<file path="config.mk">
export PLATFORM = sky130hd
export DESIGN_NAME = servo_pulse_train_sequencer_top_flat
export DESIGN_NICKNAME = d
export VERILOG_FILES = /design/src/rtl/core/spts_pkg.sv /design/src/rtl/core/spts_in_if.sv /design/src/rtl/core/spts_out_if.sv /design/src/rtl/core/spts_front.sv /design/src/rtl/core/spts_fifo.sv /design/src/rtl/core/spts_back.sv /design/src/rtl/core/servo_pulse_train_sequencer_top.sv /design/src/flat_wrapper.sv
export SDC_FILE = /design/constraint.sdc
export NUM_CORES = 1
export LEC_CHECK = 0
export ABC_AREA = 1
export BUFFER_PORTS_ARGS = -buffer_cell sky130_fd_sc_hd__buf_2
export CORE_ASPECT_RATIO = 1.5
export CORE_MARGIN = 2
export CORE_UTILIZATION = 60
export DETAILED_ROUTE_END_ITERATION = 12
export PLACE_DENSITY = 0.76
export SETUP_SLACK_MARGIN = 0.3
export SYNTH_ARGS = -nofsm -noshare
export SYNTH_HDL_FRONTEND = slang
export SYNTH_SLANG_ARGS = --single-unit
export TNS_END_PERCENT = 100
</file>
<file path="constraint.sdc">
create_clock -name clk -period 13.4 [get_ports clk]
set_input_delay 0.67 -clock clk [delete_from_list [all_inputs] [get_ports clk]]
set_output_delay 0.67 -clock clk [all_outputs]
set_load 0.03 [all_outputs]
</file>
<file path="src/rtl/core/spts_pkg.sv">
package spts_pkg;

  localparam int NUM_SLOTS   = 8;
  localparam int START_DELAY = 128;
  localparam int BASE_CH     = 4;
  localparam int UNIT_RESET  = 1000;
  localparam int FRAME_RESET = 20000;
  localparam int QDEPTH      = 2;

  localparam int W_W     = 16;
  localparam int TOT_W   = 19;
  localparam int EL_W    = 20;
  localparam int CH_W    = 4;
  localparam int IDX_W   = $clog2(NUM_SLOTS);
  localparam int CNT_W   = $clog2(NUM_SLOTS + BASE_CH + 8);
  localparam int NPREF   = NUM_SLOTS - BASE_CH + 1;
  localparam int PIDX_W  = (NPREF > 1) ? $clog2(NPREF) : 1;
  localparam int QPTR_W  = (QDEPTH > 1) ? $clog2(QDEPTH) : 1;
  localparam int QCNT_W  = $clog2(QDEPTH + 1);

  localparam logic [1:0] ACT_TICK  = 2'd0;
  localparam logic [1:0] ACT_SET   = 2'd1;
  localparam logic [1:0] ACT_START = 2'd2;
  localparam logic [1:0] ACT_CLEAR = 2'd3;

  localparam logic [1:0] CFG_EXTRA  = 2'd0;
  localparam logic [1:0] CFG_SAFETY = 2'd1;
  localparam logic [1:0] CFG_UNIT   = 2'd2;
  localparam logic [1:0] CFG_FRAME  = 2'd3;

  typedef struct packed {
    logic [2:0]  extra_channels;
    logic        safety_hold;
    logic [13:0] width_unit;
    logic [18:0] frame_ticks;
  } cfg_t;

  // One classified item on its way from the front to the back.
  typedef struct packed {
    logic [1:0]       action;
    logic [2:0]       channel;
    logic [W_W-1:0]   width;
    logic [TOT_W-1:0] total;
  } entry_t;

  function automatic logic [CNT_W-1:0] active_count(input logic [2:0] extra);
    logic [CNT_W-1:0] n;
    n = CNT_W'(BASE_CH) + CNT_W'(extra);
    if (n > CNT_W'(NUM_SLOTS)) n = CNT_W'(NUM_SLOTS);
    return n;
  endfunction

endpackage

</file>
<file path="src/rtl/core/spts_in_if.sv">
interface spts_in_if;
  logic        valid;
  logic        ready;
  logic [1:0]  action;
  logic [2:0]  channel;
  logic [15:0] width;

  modport source (output valid, action, channel, width, input ready);
  modport sink (input valid, action, channel, width, output ready);
endinterface

</file>
<file path="src/rtl/core/spts_out_if.sv">
interface spts_out_if;
  logic        valid;
  logic        ready;
  logic        edge_res;
  logic [3:0]  active_channel;
  logic        reset_line;
  logic        data_line;
  logic        frame_done;
  logic [18:0] total_width;

  modport source (output valid, edge_res, active_channel, reset_line, data_line, frame_done,
                  total_width, input ready);
  modport sink (input valid, edge_res, active_channel, reset_line, data_line, frame_done,
                total_width, output ready);
endinterface

</file>
<file path="src/rtl/core/spts_front.sv">
module spts_front
  import spts_pkg::*;
(
  input  logic       clk,
  input  logic       rst_n,
  spts_in_if.sink    in_ch,
  input  cfg_t       cfg,
  output logic       push_valid,
  input  logic       push_ready,
  output entry_t     push_data
);

  logic [W_W-1:0]   tbl_r [NUM_SLOTS];
  logic [TOT_W-1:0] pre_r [NPREF];
  logic [TOT_W-1:0] pre_nxt [NPREF];
  logic             accept;
  logic             chan_ok;
  logic             is_set;
  logic [W_W-1:0]   lo;
  logic [W_W-1:0]   hi;
  logic [W_W-1:0]   wclamp;
  logic [W_W-1:0]   old_w;
  logic [CNT_W-1:0] n_act;

  assign accept     = in_ch.valid && push_ready;
  assign in_ch.ready = push_ready;
  assign push_valid = in_ch.valid;

  assign lo = {1'b0, cfg.width_unit, 1'b0};
  assign hi = {cfg.width_unit, 2'b00};

  always_comb begin
    if (in_ch.width < lo) begin
      wclamp = lo;
    end else if (in_ch.width > hi) begin
      wclamp = hi;
    end else begin
      wclamp = in_ch.width;
    end
  end

  assign chan_ok = CNT_W'(in_ch.channel) < CNT_W'(NUM_SLOTS);
  assign is_set  = (in_ch.action == ACT_SET) && chan_ok;
  assign old_w   = tbl_r[IDX_W'(in_ch.channel)];

  // pre_r[j] holds the sum of the first BASE_CH + j stored widths, so a change of
  // the channel count needs no recount.
  always_comb begin
    for (int j = 0; j < NPREF; j++) begin
      if (is_set && (CNT_W'(in_ch.channel) < CNT_W'(BASE_CH + j))) begin
        pre_nxt[j] = pre_r[j] + TOT_W'(wclamp) - TOT_W'(old_w);
      end else begin
        pre_nxt[j] = pre_r[j];
      end
    end
  end

  assign n_act = active_count(cfg.extra_channels);

  always_comb begin
    push_data.action  = in_ch.action;
    push_data.channel = in_ch.channel;
    push_data.width   = wclamp;
    push_data.total   = pre_nxt[PIDX_W'(n_act - CNT_W'(BASE_CH))];
  end

  always_ff @(posedge clk) begin
    if (!rst_n) begin
      for (int i = 0; i < NUM_SLOTS; i++) tbl_r[i] <= W_W'(UNIT_RESET);
      for (int j = 0; j < NPREF; j++) pre_r[j] <= TOT_W'((BASE_CH + j) * UNIT_RESET);
    end else if (accept) begin
      if (is_set) tbl_r[IDX_W'(in_ch.channel)] <= wclamp;
      for (int j = 0; j < NPREF; j++) pre_r[j] <= pre_nxt[j];
    end
  end

endmodule

</file>
<file path="src/rtl/core/spts_fifo.sv">
module spts_fifo
  import spts_pkg::*;
(
  input  logic   clk,
  input  logic   rst_n,
  input  logic   push_valid,
  output logic   push_ready,
  input  entry_t push_data,
  output logic   pop_valid,
  input  logic   pop_ready,
  output entry_t pop_data
);

  entry_t              mem_r [QDEPTH];
  logic [QPTR_W-1:0]   wr_r;
  logic [QPTR_W-1:0]   rd_r;
  logic [QCNT_W-1:0]   cnt_r;
  logic                do_push;
  logic                do_pop;

  assign push_ready = cnt_r != QCNT_W'(QDEPTH);
  assign pop_valid  = cnt_r != '0;
  assign pop_data   = mem_r[rd_r];
  assign do_push    = push_valid && push_ready;
  assign do_pop     = pop_valid && pop_ready;

  always_ff @(posedge clk) begin
    if (do_push) mem_r[wr_r] <= push_data;
  end

  always_ff @(posedge clk) begin
    if (!rst_n) begin
      wr_r  <= '0;
      rd_r  <= '0;
      cnt_r <= '0;
    end else begin
      if (do_push) begin
        wr_r <= (wr_r == QPTR_W'(QDEPTH - 1)) ? '0 : wr_r + 1'b1;
      end
      if (do_pop) begin
        rd_r <= (rd_r == QPTR_W'(QDEPTH - 1)) ? '0 : rd_r + 1'b1;
      end
      if (do_push && !do_pop) begin
        cnt_r <= cnt_r + 1'b1;
      end else if (do_pop && !do_push) begin
        cnt_r <= cnt_r - 1'b1;
      end
    end
  end

endmodule

</file>
<file path="src/rtl/core/spts_back.sv">
module spts_back
  import spts_pkg::*;
(
  input  logic       clk,
  input  logic       rst_n,
  input  cfg_t       cfg,
  input  logic       pop_valid,
  output logic       pop_ready,
  input  entry_t     pop_data,
  spts_out_if.source out_ch
);

  logic [W_W-1:0]   tbl_r [NUM_SLOTS];
  logic [CH_W-1:0]  ch_r, ch_nxt;
  logic [EL_W-1:0]  el_r, el_nxt;
  logic [W_W-1:0]   cd_r, cd_nxt;
  logic             run_r, run_nxt;
  logic             done_r, done_nxt;
  logic             rel_r, rel_nxt;
  logic             edge_nxt;
  logic             data_nxt;
  logic             step;

  logic             ov_r;
  logic             o_edge_r;
  logic [CH_W-1:0]  o_ch_r;
  logic             o_rel_r;
  logic             o_data_r;
  logic             o_done_r;
  logic [TOT_W-1:0] o_tot_r;

  logic [IDX_W-1:0] idx;
  logic [W_W-1:0]   bw;
  logic [EL_W:0]    esum;
  logic [EL_W-1:0]  esat;
  logic [CNT_W-1:0] adv;
  logic [CNT_W-1:0] n_act;

  assign pop_ready = !ov_r || out_ch.ready;
  assign step      = pop_valid && pop_ready;
  assign n_act     = active_count(cfg.extra_channels);

  // A channel index past the table falls back to the last slot.
  assign idx  = (CNT_W'(ch_r) < CNT_W'(NUM_SLOTS)) ? IDX_W'(ch_r) : IDX_W'(NUM_SLOTS - 1);
  assign bw   = tbl_r[idx];
  assign esum = {1'b0, el_r} + (EL_W + 1)'(bw);
  assign esat = esum[EL_W] ? {EL_W{1'b1}} : esum[EL_W-1:0];
  assign adv  = CNT_W'(idx) + 1'b1;

  always_comb begin
    ch_nxt   = ch_r;
    el_nxt   = el_r;
    cd_nxt   = cd_r;
    run_nxt  = run_r;
    done_nxt = done_r;
    rel_nxt  = rel_r;
    edge_nxt = 1'b0;
    data_nxt = 1'b0;
    unique case (pop_data.action)
      ACT_TICK: begin
        if (run_r) begin
          if (cd_r > W_W'(1)) begin
            cd_nxt = cd_r - 1'b1;
          end else begin
            edge_nxt = 1'b1;
            cd_nxt   = bw;
            el_nxt   = esat;
            ch_nxt   = CH_W'(adv);
            // The frame closes only once its time is used up; until then the
            // last channel is timed again.
            if (adv >= n_act) begin
              if ({1'b0, esat} > (EL_W + 1)'(cfg.frame_ticks)) begin
                done_nxt = 1'b1;
                run_nxt  = 1'b0;
              end else begin
                ch_nxt = CH_W'(idx);
              end
            end
          end
        end
      end
      ACT_SET: begin
      end
      ACT_START: begin
        ch_nxt   = '0;
        el_nxt   = '0;
        done_nxt = 1'b0;
        cd_nxt   = W_W'(START_DELAY);
        run_nxt  = 1'b1;
        rel_nxt  = !cfg.safety_hold;
        data_nxt = 1'b1;
      end
      ACT_CLEAR: begin
        done_nxt = 1'b0;
      end
      default: begin
      end
    endcase
  end

  always_ff @(posedge clk) begin
    if (!rst_n) begin
      for (int i = 0; i < NUM_SLOTS; i++) tbl_r[i] <= W_W'(UNIT_RESET);
      ch_r   <= '0;
      el_r   <= '0;
      cd_r   <= '0;
      run_r  <= 1'b0;
      done_r <= 1'b0;
      rel_r  <= 1'b0;
      ov_r   <= 1'b0;
    end else begin
      if (step) begin
        if ((pop_data.action == ACT_SET) &&
            (CNT_W'(pop_data.channel) < CNT_W'(NUM_SLOTS))) begin
          tbl_r[IDX_W'(pop_data.channel)] <= pop_data.width;
        end
        ch_r   <= ch_nxt;
        el_r   <= el_nxt;
        cd_r   <= cd_nxt;
        run_r  <= run_nxt;
        done_r <= done_nxt;
        rel_r  <= rel_nxt;
        ov_r   <= 1'b1;
      end else if (out_ch.ready) begin
        ov_r <= 1'b0;
      end
    end
  end

  always_ff @(posedge clk) begin
    if (step) begin
      o_edge_r <= edge_nxt;
      o_ch_r   <= ch_nxt;
      o_rel_r  <= rel_nxt;
      o_data_r <= data_nxt;
      o_done_r <= done_nxt;
      o_tot_r  <= pop_data.total;
    end
  end

  assign out_ch.valid          = ov_r;
  assign out_ch.edge_res       = o_edge_r;
  assign out_ch.active_channel = o_ch_r;
  assign out_ch.reset_line     = o_rel_r;
  assign out_ch.data_line      = o_data_r;
  assign out_ch.frame_done     = o_done_r;
  assign out_ch.total_width    = o_tot_r;

endmodule

</file>
<file path="src/rtl/core/servo_pulse_train_sequencer_top.sv">
// Channel  Dir  Beat contents
// in_ch    in   action, channel, width
// out_ch   out  edge_res, active_channel, reset_line, data_line, frame_done, total_width
// cfg      in   cfg_we, cfg_idx, cfg_wdata (write only)
//
// One beat is taken every cycle while the queue has room; results pass the queue and the output register.
// The front clamps widths and keeps the channel totals, the back runs the frame timer.
// A two-entry queue and the output register let either side stall alone.
// Reset is synchronous on rst_n low and restores every register but the queue storage and output data to its default.
module servo_pulse_train_sequencer_top
  import spts_pkg::*;
(
  input  logic        clk,
  input  logic        rst_n,
  spts_in_if.sink     in_ch,
  spts_out_if.source  out_ch,
  input  logic        cfg_we,
  input  logic [1:0]  cfg_idx,
  input  logic [18:0] cfg_wdata
);

  cfg_t   cfg_r;
  logic   q_push_valid;
  logic   q_push_ready;
  entry_t q_push_data;
  logic   q_pop_valid;
  logic   q_pop_ready;
  entry_t q_pop_data;

  always_ff @(posedge clk) begin
    if (!rst_n) begin
      cfg_r.extra_channels <= 3'd0;
      cfg_r.safety_hold    <= 1'b1;
      cfg_r.width_unit     <= 14'(UNIT_RESET);
      cfg_r.frame_ticks    <= 19'(FRAME_RESET);
    end else if (cfg_we) begin
      unique case (cfg_idx)
        CFG_EXTRA:  cfg_r.extra_channels <= cfg_wdata[2:0];
        CFG_SAFETY: cfg_r.safety_hold    <= cfg_wdata[0];
        CFG_UNIT:   cfg_r.width_unit     <= cfg_wdata[13:0];
        CFG_FRAME:  cfg_r.frame_ticks    <= cfg_wdata[18:0];
        default: begin
        end
      endcase
    end
  end

  spts_front u_front (
    .clk        (clk),
    .rst_n      (rst_n),
    .in_ch      (in_ch),
    .cfg        (cfg_r),
    .push_valid (q_push_valid),
    .push_ready (q_push_ready),
    .push_data  (q_push_data)
  );

  spts_fifo u_fifo (
    .clk        (clk),
    .rst_n      (rst_n),
    .push_valid (q_push_valid),
    .push_ready (q_push_ready),
    .push_data  (q_push_data),
    .pop_valid  (q_pop_valid),
    .pop_ready  (q_pop_ready),
    .pop_data   (q_pop_data)
  );

  spts_back u_back (
    .clk       (clk),
    .rst_n     (rst_n),
    .cfg       (cfg_r),
    .pop_valid (q_pop_valid),
    .pop_ready (q_pop_ready),
    .pop_data  (q_pop_data),
    .out_ch    (out_ch)
  );

`ifndef SYNTH
  a_start_result: assert property (@(posedge clk) disable iff (!rst_n)
    (out_ch.valid && out_ch.data_line) |->
      (!out_ch.edge_res && out_ch.active_channel == '0 && !out_ch.frame_done))
    else $error("start result carries stale frame state");

  a_channel_range: assert property (@(posedge clk) disable iff (!rst_n)
    out_ch.valid |-> (out_ch.active_channel <= 4'(NUM_SLOTS)))
    else $error("active channel beyond the table");

  a_queue_full: assert property (@(posedge clk) disable iff (!rst_n)
    !q_push_ready |-> !in_ch.ready)
    else $error("input taken while the queue is full");

  a_result_follows: assert property (@(posedge clk) disable iff (!rst_n)
    (q_pop_valid && q_pop_ready) |=> out_ch.valid)
    else $error("popped item produced no result");
`endif

endmodule

</file>
<file path="src/flat_wrapper.sv">
// flat-port wrapper written by rule: the top's interface ports become plain ports
module servo_pulse_train_sequencer_top_flat import spts_pkg::*;
  (clk, rst_n, cfg_we, cfg_idx, cfg_wdata, in_ch_valid, in_ch_action, in_ch_channel, in_ch_width, in_ch_ready, out_ch_valid, out_ch_edge_res, out_ch_active_channel, out_ch_reset_line, out_ch_data_line, out_ch_frame_done, out_ch_total_width, out_ch_ready);
  spts_in_if in_ch_i ();
  spts_out_if out_ch_i ();
  input  logic clk;
  input  logic rst_n;
  input  logic cfg_we;
  input  logic [1:0] cfg_idx;
  input  logic [18:0] cfg_wdata;
  input wire logic [$bits(in_ch_i.valid)-1:0] in_ch_valid;
  input wire logic [$bits(in_ch_i.action)-1:0] in_ch_action;
  input wire logic [$bits(in_ch_i.channel)-1:0] in_ch_channel;
  input wire logic [$bits(in_ch_i.width)-1:0] in_ch_width;
  output wire logic [$bits(in_ch_i.ready)-1:0] in_ch_ready;
  output wire logic [$bits(out_ch_i.valid)-1:0] out_ch_valid;
  output wire logic [$bits(out_ch_i.edge_res)-1:0] out_ch_edge_res;
  output wire logic [$bits(out_ch_i.active_channel)-1:0] out_ch_active_channel;
  output wire logic [$bits(out_ch_i.reset_line)-1:0] out_ch_reset_line;
  output wire logic [$bits(out_ch_i.data_line)-1:0] out_ch_data_line;
  output wire logic [$bits(out_ch_i.frame_done)-1:0] out_ch_frame_done;
  output wire logic [$bits(out_ch_i.total_width)-1:0] out_ch_total_width;
  input wire logic [$bits(out_ch_i.ready)-1:0] out_ch_ready;
  assign in_ch_i.valid = in_ch_valid;
  assign in_ch_i.action = in_ch_action;
  assign in_ch_i.channel = in_ch_channel;
  assign in_ch_i.width = in_ch_width;
  assign in_ch_ready = in_ch_i.ready;
  assign out_ch_valid = out_ch_i.valid;
  assign out_ch_edge_res = out_ch_i.edge_res;
  assign out_ch_active_channel = out_ch_i.active_channel;
  assign out_ch_reset_line = out_ch_i.reset_line;
  assign out_ch_data_line = out_ch_i.data_line;
  assign out_ch_frame_done = out_ch_i.frame_done;
  assign out_ch_total_width = out_ch_i.total_width;
  assign out_ch_i.ready = out_ch_ready;
  servo_pulse_train_sequencer_top u_core (.clk(clk), .rst_n(rst_n), .in_ch(in_ch_i), .out_ch(out_ch_i), .cfg_we(cfg_we), .cfg_idx(cfg_idx), .cfg_wdata(cfg_wdata));
endmodule
</file>
Word level (Yosys, flattened, before mapping)
Memory sizes are Yosys's and may differ from the RTL's. A register that Yosys moved wholly into a read port is not among the register bits.
Cells that the tools add are included.

operators by class
  add/sub/neg operators = 19
  $lt $le $gt $ge = 12
  multiplexer cells = 69
  equal/unequal tests = 10
  bitwise logic cells = 6
  reductions and logical operators = 30

operators with widths
  cell                                                            count
  2-to-1 mux 19 bit                                               12
  2-to-1 mux 16 bit                                               6
  adder 19 x 16 -> 19 bit                                         5
  subtractor 19 x 16 -> 19 bit                                    5
  2-to-1 mux 20 bit                                               3
  binary-select mux 19 bit (select 3 bit)                         1
  one-hot mux 20 bit (2 select lines)                             1
  2-to-1 mux 1 bit                                                32
  one-hot mux 16 bit (2 select lines)                             1
  OR reduction 16 bit                                             2
  adder 20 x 16 -> 21 bit                                         1
  greater-than comparator 20 x 19 -> 1 bit                        1
  2-to-1 mux 4 bit                                                5
  greater-than comparator 16 x 1 -> 1 bit, second input constant  1
  greater-than comparator 16 bit                                  1
  < comparator 16 x 15 -> 1 bit                                   1
  subtractor 16 x 1 -> 16 bit, second input constant              1
  < comparator 3 bit, second input constant                       4
  AND reduction 2 bit                                             6
  2-to-1 mux 3 bit                                                3
  == test 2 bit, second input constant                            4
  logical AND 1 bit                                               8
  one-hot mux 4 bit (2 select lines)                              1
  nonzero test 2 bit                                              4
  22 further kinds                                                37

storage, ports and cells
  flip-flop bits (word level) = 112
  memories kept = 4
  output and inout port bits = 29
  memory bits (writable) = 431
  bits of input ports = 47
  logic and storage cells = 170

memory list
  memory                words  bits a word  read ports  clocked after memory_dff  wr ports  line              source
  u_core.u_back.tbl_r   8      16           1           0                         8         spts_back.sv:13   logic [W_W-1:0] tbl_r [NUM_SLOTS];
  u_core.u_front.tbl_r  8      16           1           0                         8         spts_front.sv:13  logic [W_W-1:0] tbl_r [NUM_SLOTS];
  u_core.u_front.pre_r  5      19           5           0                         5         spts_front.sv:14  logic [TOT_W-1:0] pre_r [NPREF];
  u_core.u_fifo.mem_r   2      40           1           1                         1         spts_fifo.sv:14   entry_t mem_r [QDEPTH];

Logic depth before layout (Yosys ltp)
Gate-level depths: netlist (run 1).
An unclocked memory read counts as a cell.

  depth in word-level cells = 11
  gate-level depth with buffers = 41
  mapped depth without buffers = 39

By module
A second synthesis (run 1) with hierarchy kept.

second synthesis, totals
  cells, all modules = 4089
  area, all modules = 34175.3 µm²

by module, submodules not included
  module                           instances  cells an instance  area each (µm²)
  spts_front                       1          2542               19067.0
  spts_back                        1          1169               10465.0
  spts_fifo                        1          161                3140.5
  servo_pulse_train_sequencer_top  1          217                1502.7

Worst setup path before layout (run 1)
OpenSTA, ideal clock, no wires.

  path type = input port to flip-flop
  from = input port in_ch_width[9]
  to = memory u_core.u_fifo.mem_r[0][12] (netlist bit), data pin
  cell stages on the path = 23
  slack = 8.258 ns
  arrival = 4.885 ns
  setup time = 0.258 ns
  path through = ha_1 a21oi_1 o31ai_1 a2111oi_0 nand2_1 buf_2 o21ai_0 fa_1 ha_1 a21oi_1 nand2_1 a21oi_1 inv_1 nand2_1 o21ai_1 nand2_1 nand2_1 xor2_1 nand2_1 nand3_1 nand2_1 nand3_1 and2_1

RTL lines
  what                line                source
  start: declaration  flat_wrapper.sv:14  input wire logic [$bits(in_ch_i.width)-1:0] in_ch_width;
  end: declaration    spts_fifo.sv:14

Final worst setup path (run 1)
  from = register u_core.u_back.ch_r[0]
  to = register u_core.u_back.o_ch_r[0], in the netlist u_core.u_back.out_ch.active_channel[0], data pin

on the way
  longest elaborated chain between the ends = 11
  elaborated cells on any way between the ends = 13
  classes of those cells = add/sub: 2; order compare: 3; mux: 7; memory: 1

ends and longest elaborated chain
  what                                      line              source
  start: declaration                        spts_back.sv:14   logic [CH_W-1:0] ch_r, ch_nxt;
  start signal: assignment                  spts_back.sv:117  ch_r <= ch_nxt;
  < comparator 4 bit                        spts_back.sv:44   assign idx = (CNT_W'(ch_r) < CNT_W'(NUM_SLOTS)) ? IDX_W'(ch_r) : IDX_W'(NUM_SLOTS - 1);
  2-to-1 mux 3 bit                          spts_back.sv:44
  memory (8 x 16 bit)                       --
  adder 20 x 16 -> 21 bit                   spts_back.sv:46   assign esum = {1'b0, el_r} + (EL_W + 1)'(bw);
  2-to-1 mux 20 bit                         spts_back.sv:47   assign esat = esum[EL_W] ? {EL_W{1'b1}} : esum[EL_W-1:0];
  greater-than comparator 20 x 19 -> 1 bit  spts_back.sv:72   if ({1'b0, esat} > (EL_W + 1)'(cfg.frame_ticks)) begin
  2-to-1 mux 4 bit                          spts_back.sv:72
  2-to-1 mux 4 bit                          spts_back.sv:71   if (adv >= n_act) begin
  2-to-1 mux 4 bit                          spts_back.sv:62   if (cd_r > W_W'(1)) begin
  2-to-1 mux 4 bit                          spts_back.sv:61   if (run_r) begin
  one-hot mux 4 bit (2 select lines) (*)    spts_back.sv:59   unique case (pop_data.action)
  net u_core.u_back.ch_nxt[0]               spts_back.sv:14
  end signal: assignment                    spts_back.sv:133  o_ch_r <= ch_nxt;
  end: declaration                          spts_back.sv:26   logic [CH_W-1:0] o_ch_r;

Mark *: on every way through the listed nets, which the timed path passes. The rest lies on a longest branch.
A chain may end at the register's enable or synchronous reset.

==> impl_metrics.csv, run 1 <==
group,metric,value,unit
place,place_congestion,0.994,
pwr,peakVddDrop,0.395,mV
layout,final_common_cell,"nand2_1",
pwr,leakagePower,14.4,nW
critical_path,worst-path-buf-inv,5,
logic_synthesis,synth_nets,3898,
place,dp_hpwl,68.9,mm
pwr,power_frac_comb,45.6,%
clocking,insertion_delay,0.61,ns
clocking,cts_setup_buffers,0,
floorplanning,num_io_pins,76,
floorplanning,die_y,289,um
logic_synthesis,synth_edf_count,458,
logic_synthesis,ys_async_sr_fraction,0,%
clocking,cts.sinks,544,
layout,multiInputGateArea,15000,um^2
logic_synthesis,synthAdderAreaFrac,11.3,%
timing,final_hold_viol_count,0,
timing,fmax,0.152,GHz
logic_synthesis,synth_top_area_share,42.3,%
pwr,p_sw_share,42.4,%
route,drt-total-wl,97.5,mm
logic_synthesis,ys_seq_area_share,47.6,%
logic_synthesis,ys.warnings.count,0,
route,drt_iter0_drc,2727,
pwr,p_per_area,194,nW/um^2
clocking,path_clk_slew,0.07,ns
critical_path,reg2reg_slack,6.82,ns
critical_path,criticalPathCategory,"reg -> reg",
critical_path,worst_path_most_repeated_cell,"nand2_1",
layout,drive_gt1_share,8.11,%
critical_path,crit_path_start,"u_core.u_back.ch_r[0]$_SDFFE_PN0P_",
clocking,cts_resized,0,
layout,final_cell_mix,"815 x nand2_1, 458 x edfxtp_1, 383 x inv_1",
floorplanning,initial_core_util,60.7,%
grt,grt_usage,34.6,%
critical_path,critPathArrivalTime,6.95,ns
flow_run,maxCapViolations,0,
min_path,worstHoldPathType,"in -> reg",
critical_path,critPathRequiredTime,13.77,ns
logic_synthesis,syn-instance-count,3605,
logic_synthesis,synth_area_leaders,"edfxtp_1 42%, nand2_1 9.4%, ha_1 6.3%",
route,wl_per_cell,22.3,um
logic_synthesis,synth_top_family_by_area,"simple AND/OR/NAND/NOR gates",
layout,nets,3939,
timing,setup_viol,0,
floorplanning,core_area,53600,um^2
timing,worst_pin_slew,1.37,ns
floorplanning,fp.dieArea,56100,um^2
timing,slew-limit-headroom,5.75,%
pwr,clkPwrFrac,22.7,%
clocking,numCtsBuffers,51,
route,drcViolationCount,0,
critical_path,crit_path_end,"u_core.u_back.out_ch.active_channel[0]$_DFFE_PP_",
critical_path,crit_fanout,34,
layout,n_fill_cell,4403,
layout,area_growth,8.67,%
critical_path,slowest_stage,"dfxtp_1",
timing,min_period,6.58,ns
grt,grt_pass1_wl,148,mm
timing,final_max_slew_viol_count,0,
place,placed_cell_area,33600,um^2
pwr,sequentialPowerShare,31.7,%
logic_synthesis,ys_types,56,
logic_synthesis,synth.mux.area_fraction,0.954,%
clocking,postCtsHoldBufs,0,
logic_synthesis,synth_area,32500,um^2
layout,final_area,35300,um^2
floorplanning,fp.dieW,194,um
clocking,tritoncts,"built",
route,viasPerCell,6.09,
logic_synthesis,yosys.area_share.simple,18.9,%
route,ant_nets,0,
clocking,clockRootBuffer,"clkbuf_16",
run_status,status,"completed",
grt,grt_pass1_vias,26190,
grt,grt_max_degree,68,
route,vias,26660,
layout,post-route-util,65.9,%
logic_synthesis,ys.flop_type,"edfxtp_1",
logic_synthesis,synth-xor-area-share,1.88,%
logic_synthesis,yosys.area.top_type,"edfxtp_1",
logic_synthesis,ys_ff_latch,544,
grt,antenna_found_initial,2,
critical_path,cp-end-kind,"flop",
clocking,clk_path_buf_depth,3,
route,firstDrtPassIters,8,
critical_path,cp_top_family,"simple AND/OR/NAND/NOR gates",
critical_path,rr_startpoint,"u_core.u_back.ch_r[0]$_SDFFE_PN0P_",
clocking,htreeDepth,2,
pwr,power.net_switching,2.90,mW
critical_path,start_kind,"flop",
floorplanning,std_cell_rows,104,
place,portBuffers,75,
logic_synthesis,syn_area_per_cell,9.02,um^2
critical_path,r2r-end,"u_core.u_back.out_ch.active_channel[0]$_DFFE_PP_",
pwr,internal_power,3.94,mW
grt,globalRouteOverflowTotal,0,
critical_path,path_depth,35,
timing,final.period_utilization,49.1,%
timing,grt_setup_unrepaired,"false",
timing,tns,0,ns
critical_path,r2r_cells,35,
timing,skew,0.0208,ns
layout,seqCellArea,15500,um^2
logic_synthesis,synth_compound_area_share,12.9,%
critical_path,cpPeakStageDelay,0.79,ns
## sequential cells by signal, summed over array words and instances (netlist names), 4 cells and up, named ones only
name and cells:
u_core.u_back.tbl_r 128, u_core.u_front.tbl_r 128, u_core.u_front.pre_r 95, u_core.u_fifo.mem_r 80, u_core.cfg_r 37, u_core.u_back.el_r 20, u_core.u_back.out_ch.total_width 19, u_core.u_back.cd_r 16
u_core.u_back.ch_r 4, u_core.u_back.out_ch.active_channel 4
## per-stage QoR
step	total power [mW]	hold WS [ns]	cells	setup slack (ns)
after floorplan	4.40	0.425	3605	8.26
final	6.84	0.275	4377	6.82
after detailed placement	5.26	0.438	4282	6.94
after global placement	5.23	0.430	4282	7.01
after CTS	6.80	0.258	4376	6.96
after global routing	7.25	0.270	4376	6.32
## worst min path at each step
stage | start | cells past startpoint | slack (ns) | endpoint
after detailed placement | u_core.u_fifo.rd_r$_SDFFE_PN0P_ | 1 | 0.44 | flop
after CTS | in_ch_action[0] | 1 | 0.26 | u_core.u_fifo.mem_r[1][38]$_DFFE_PP_
after global placement | u_core.u_fifo.rd_r$_SDFFE_PN0P_ | 1 | 0.43 | flop
final | in_ch_action[0] | 1 | 0.27 | u_core.u_fifo.mem_r[1][38]$_DFFE_PP_
after floorplan | u_core.u_fifo.rd_r$_SDFFE_PN0P_ | 1 | 0.43 | flop
after global routing | in_ch_action[0] | 1 | 0.27 | u_core.u_fifo.mem_r[0][38]$_DFFE_PP_
## cells in the mapped netlist, drive strengths merged, types with 2 or more instances
| master | count |
|---|---|
| a21boi | 9 |
| o21a | 2 |
| o22ai | 14 |
| a32o | 11 |
| nor4 | 5 |
| xnor2 | 22 |
| a21oi | 272 |
| a221oi | 34 |
| edfxtp | 458 |
| xor2 | 48 |
| mux2i | 31 |
| clkbuf | 75 |
| a22o | 17 |
| nor3 | 33 |
| a211oi | 2 |
| o211ai | 40 |
| clkinv | 4 |
| and2 | 7 |
| a221o | 8 |
| buf | 51 |
| a21o | 11 |
| nand4 | 47 |
| a31oi | 12 |
| fa | 81 |
| inv | 410 |
| nand3b | 4 |
| ha | 165 |
| nand3 | 147 |
| o31ai | 17 |
| o21bai | 19 |
| nor2 | 390 |
| dfxtp | 86 |
| nand2 | 822 |
| o21ai | 206 |
| or2 | 20 |
| a22oi | 21 |
## logic make-up (layout without fill, tap and decap cells)
group,count (synthesis),after routing
and+or+nand+nor,1475,1475
xor gates and xnor gates,70,70
DFF,544,544
buffers and inverters,540,622
adders and majority gates,246,246
muxes,31,31
AOI/OAI and AO/OA,699,699
other,0,1
## area by class of cell
| type | count | share of cell area (%) |
|---|---|---|
| Sequential cell | 544 | 43.8 |
| Multi-Input combinational cell | 2521 | 42.5 |
| Inverter | 414 | 4.40 |
| Clock buffer | 64 | 3.81 |
| Tap cell | 689 | 2.44 |
| Timing Repair Buffer | 114 | 1.89 |
| Clock inverter | 30 | 1.14 |
| Antenna cell | 1 | 0.00708 |
## power by group through the flow
| stage | Sequential, mW | Clock [mW] | Combinational (mW) |
|---|---|---|---|
| after floorplan | 2.27 | 0 | 2.13 |
| after global placement | 2.20 | 0 | 3.03 |
| after detailed placement | 2.20 | 0 | 3.06 |
| after CTS | 2.17 | 1.56 | 3.08 |
| after global routing | 2.19 | 1.62 | 3.45 |
| final | 2.17 | 1.55 | 3.12 |
## per-layer routing
layer  vias up  GRT usage (%)  wire [um]
li1      12380              -          -
met1     12665           38.2      33600
met2      1237           60.6      48500
met3       374           4.89       6770
met4         4           26.5       8560
met5         -              0         23
No activity file was read; power rests on OpenSTA's default activity.
==> run 2, diff against run 1 <==
clock period = 6.6 ns   (was 13.4 ns; I/O delays follow)
==> run 2 against run 1 <==
- global-route usage grew 0.79 points
- cell count up 1.1%
- sequential power grew 100%
- worst setup slack got worse by 6.2 ns
- sequential share of layout area shrank 0.47 points
- clock power up 100%
- cell area up 1.1%
- flip-flop and latch count is the same
- via count up 0.29%
==> impl_metrics.csv, run 2 (same netlist as run 1, synthesis figures left out) <==
group,metric,value,unit
clocking,tritoncts,"built",
timing,worst_hold_slack,0.0436,ns
place,portBuffers,75,
floorplanning,fp.dieW,194,um
place,place_congestion,1.02,
route,wl_met1,34.5,mm
layout,final_common_cell,"nand2_1",
grt,grt_pass1_vias,26183,
route,routed.top_layer,"met5",
timing,min_period,6.02,ns
timing,final_max_slew_viol_count,0,
clocking,path_clk_slew,0.07,ns
timing,worst_pin_slew,1.26,ns
critical_path,critPathRequiredTime,7.03,ns
clocking,numCtsBuffers,52,
run_status,status,"completed",
critical_path,criticalPathCategory,"reg -> reg",
route,wl_met3,7.60,mm
route,ant_nets,0,
layout,post-route-util,66.6,%
place,pre_cts_slack,0.534,ns
floorplanning,core_area,53600,um^2
floorplanning,die_y,289,um
floorplanning,num_io_pins,76,
pwr,peakVddDrop,1.03,mV
timing,skew,0.0391,ns
timing,setup_ws,0.579,ns
pwr,finalPower,14.0,mW
timing,grt_setup_unrepaired,"false",
timing,final.period_utilization,91.2,%
timing,fmax,0.166,GHz
grt,grt_max_degree,68,
clocking,clk_path_buf_depth,3,
layout,drive_gt1_share,8.92,%
route,wl_per_cell,22.6,um
route,drcViolationCount,0,
clocking,insertion_delay,0.64,ns
critical_path,critPathArrivalTime,6.46,ns
clocking,cts.sinks,544,
route,drt_iter0_drc,2473,
clocking,cts_setup_buffers,0,
grt,grt_pass1_wl,150,mm
flow_run,maxCapViolations,0,
critical_path,crit_fanout,13,
layout,final_cell_mix,"814 x nand2_1, 458 x edfxtp_1, 383 x inv_1",
route,wl_met2,48.6,mm
min_path,worstHoldPathType,"in -> reg",
place,dp_hpwl,71.3,mm
grt,grt_usage,35.4,%
grt,globalRouteOverflowTotal,0,
timing,final_hold_viol_count,0,
pwr,p_per_area,391,nW/um^2
route,firstDrtPassIters,7,
timing,slew-limit-headroom,16.2,%
layout,area_growth,9.86,%
floorplanning,initial_core_util,60.7,%
route,drt-total-wl,99.9,mm
route,viasPerCell,6.04,
timing,setup_viol,0,
critical_path,cp-end-kind,"flop",
floorplanning,std_cell_rows,104,
critical_path,start_kind,"flop",
route,vias,26738,
timing,tns,0,ns
clocking,clockRootBuffer,"clkbuf_16",
clocking,htreeDepth,2,
grt,antenna_found_initial,2,
layout,reg_top3,"u_core.u_back.tbl_r (128), u_core.u_front.tbl_r (128), u_core.u_front.pre_r (95)",
pwr,leakagePower,14.6,nW
layout,nets,3984,
floorplanning,fp.dieArea,56100,um^2
-- run 2: cell types whose count changed in the layout (fill, tap and decap cells not counted), sizes merged, moves of 2 or more --
cell         delta
clkbuf          +5
inv             +2
diode           +2
buf            +29
clkinvlp        -2
dlygate4sd3    +15
bufinv          -5
-- run 2: metal layers --
metal  vias to the layer above  track usage (%)
met5                         -                0
met4                         4             28.3
met3                       388             5.17
met2                      1305             61.1
met1                     12566             39.2
li1                      12475                -
-- run 2: through the flow --
stage	cells	cell area, um^2
after global routing	4421	35700
after global placement	4311	33800
final	4424	35700
after CTS	4421	35700
after detailed placement	4311	33800
after floorplan	3605	32500
-- run 2: path summary, 6_finish.rpt --
kind                                    from                                    to  slack, ns  cells after the start
max reg2reg    u_core.cfg_r[29]$_SDFFE_PN0P_  u_core.u_fifo.mem_r[1][17]$_DFFE_PP_       0.58                     23
max            u_core.cfg_r[29]$_SDFFE_PN0P_  u_core.u_fifo.mem_r[1][17]$_DFFE_PP_       0.58                     23
min                                   cfg_we         u_core.cfg_r[33]$_SDFFE_PN1P_       0.04                      3
min reg2reg  u_core.u_fifo.rd_r$_SDFFE_PN0P_                                  flop       0.44                      1
-- run 2: critical path, stage by stage (launching register included) --
cell       delay, ns
dfxtp_1         0.34
inv_1           0.09
ha_1            0.30
a21oi_1         0.15
o31ai_1         0.09
a2111oi_0       0.47
nand2_2         0.34
buf_4           0.30
o21ai_2         0.90
fa_1            0.55
inv_1           0.06
ha_1            0.22
nand2_1         0.10
inv_1           0.08
nand3_1         0.09
nor3_1          0.31
nand4_1         0.26
nand3_1         0.17
nand2_1         0.06
nand3_1         0.06
o21ai_0         0.14
nand2_1         0.13
nand3_1         0.28
a31oi_1         0.31
-- run 2: layout make-up --
type,count,area [um^2]
multi-input cells,2521,15000
clock buffers,69,1470
flip-flops and latches,544,15500
diodes,3,7.51
fillers,4405,17900
clock inverters,26,264
repair buffers,158,1050
inverters,414,1560
well taps,689,862
-- run 2: where the power goes --
| part | switching (mW) | leakage, nW | internal, mW |
|---|---|---|---|
| clock | 1.37 | 0.838 | 1.73 |
| combinational | 4.43 | 8.82 | 2.03 |
| sequential | 0.174 | 4.95 | 4.23 |
-- run 2: what timing repair did --
item | CTS | global route
setup endpoints to repair | 0 | 15
gates resized for setup | 0 | 5
hold buffers | 15 | 0
hold endpoints to repair | 19 | 0
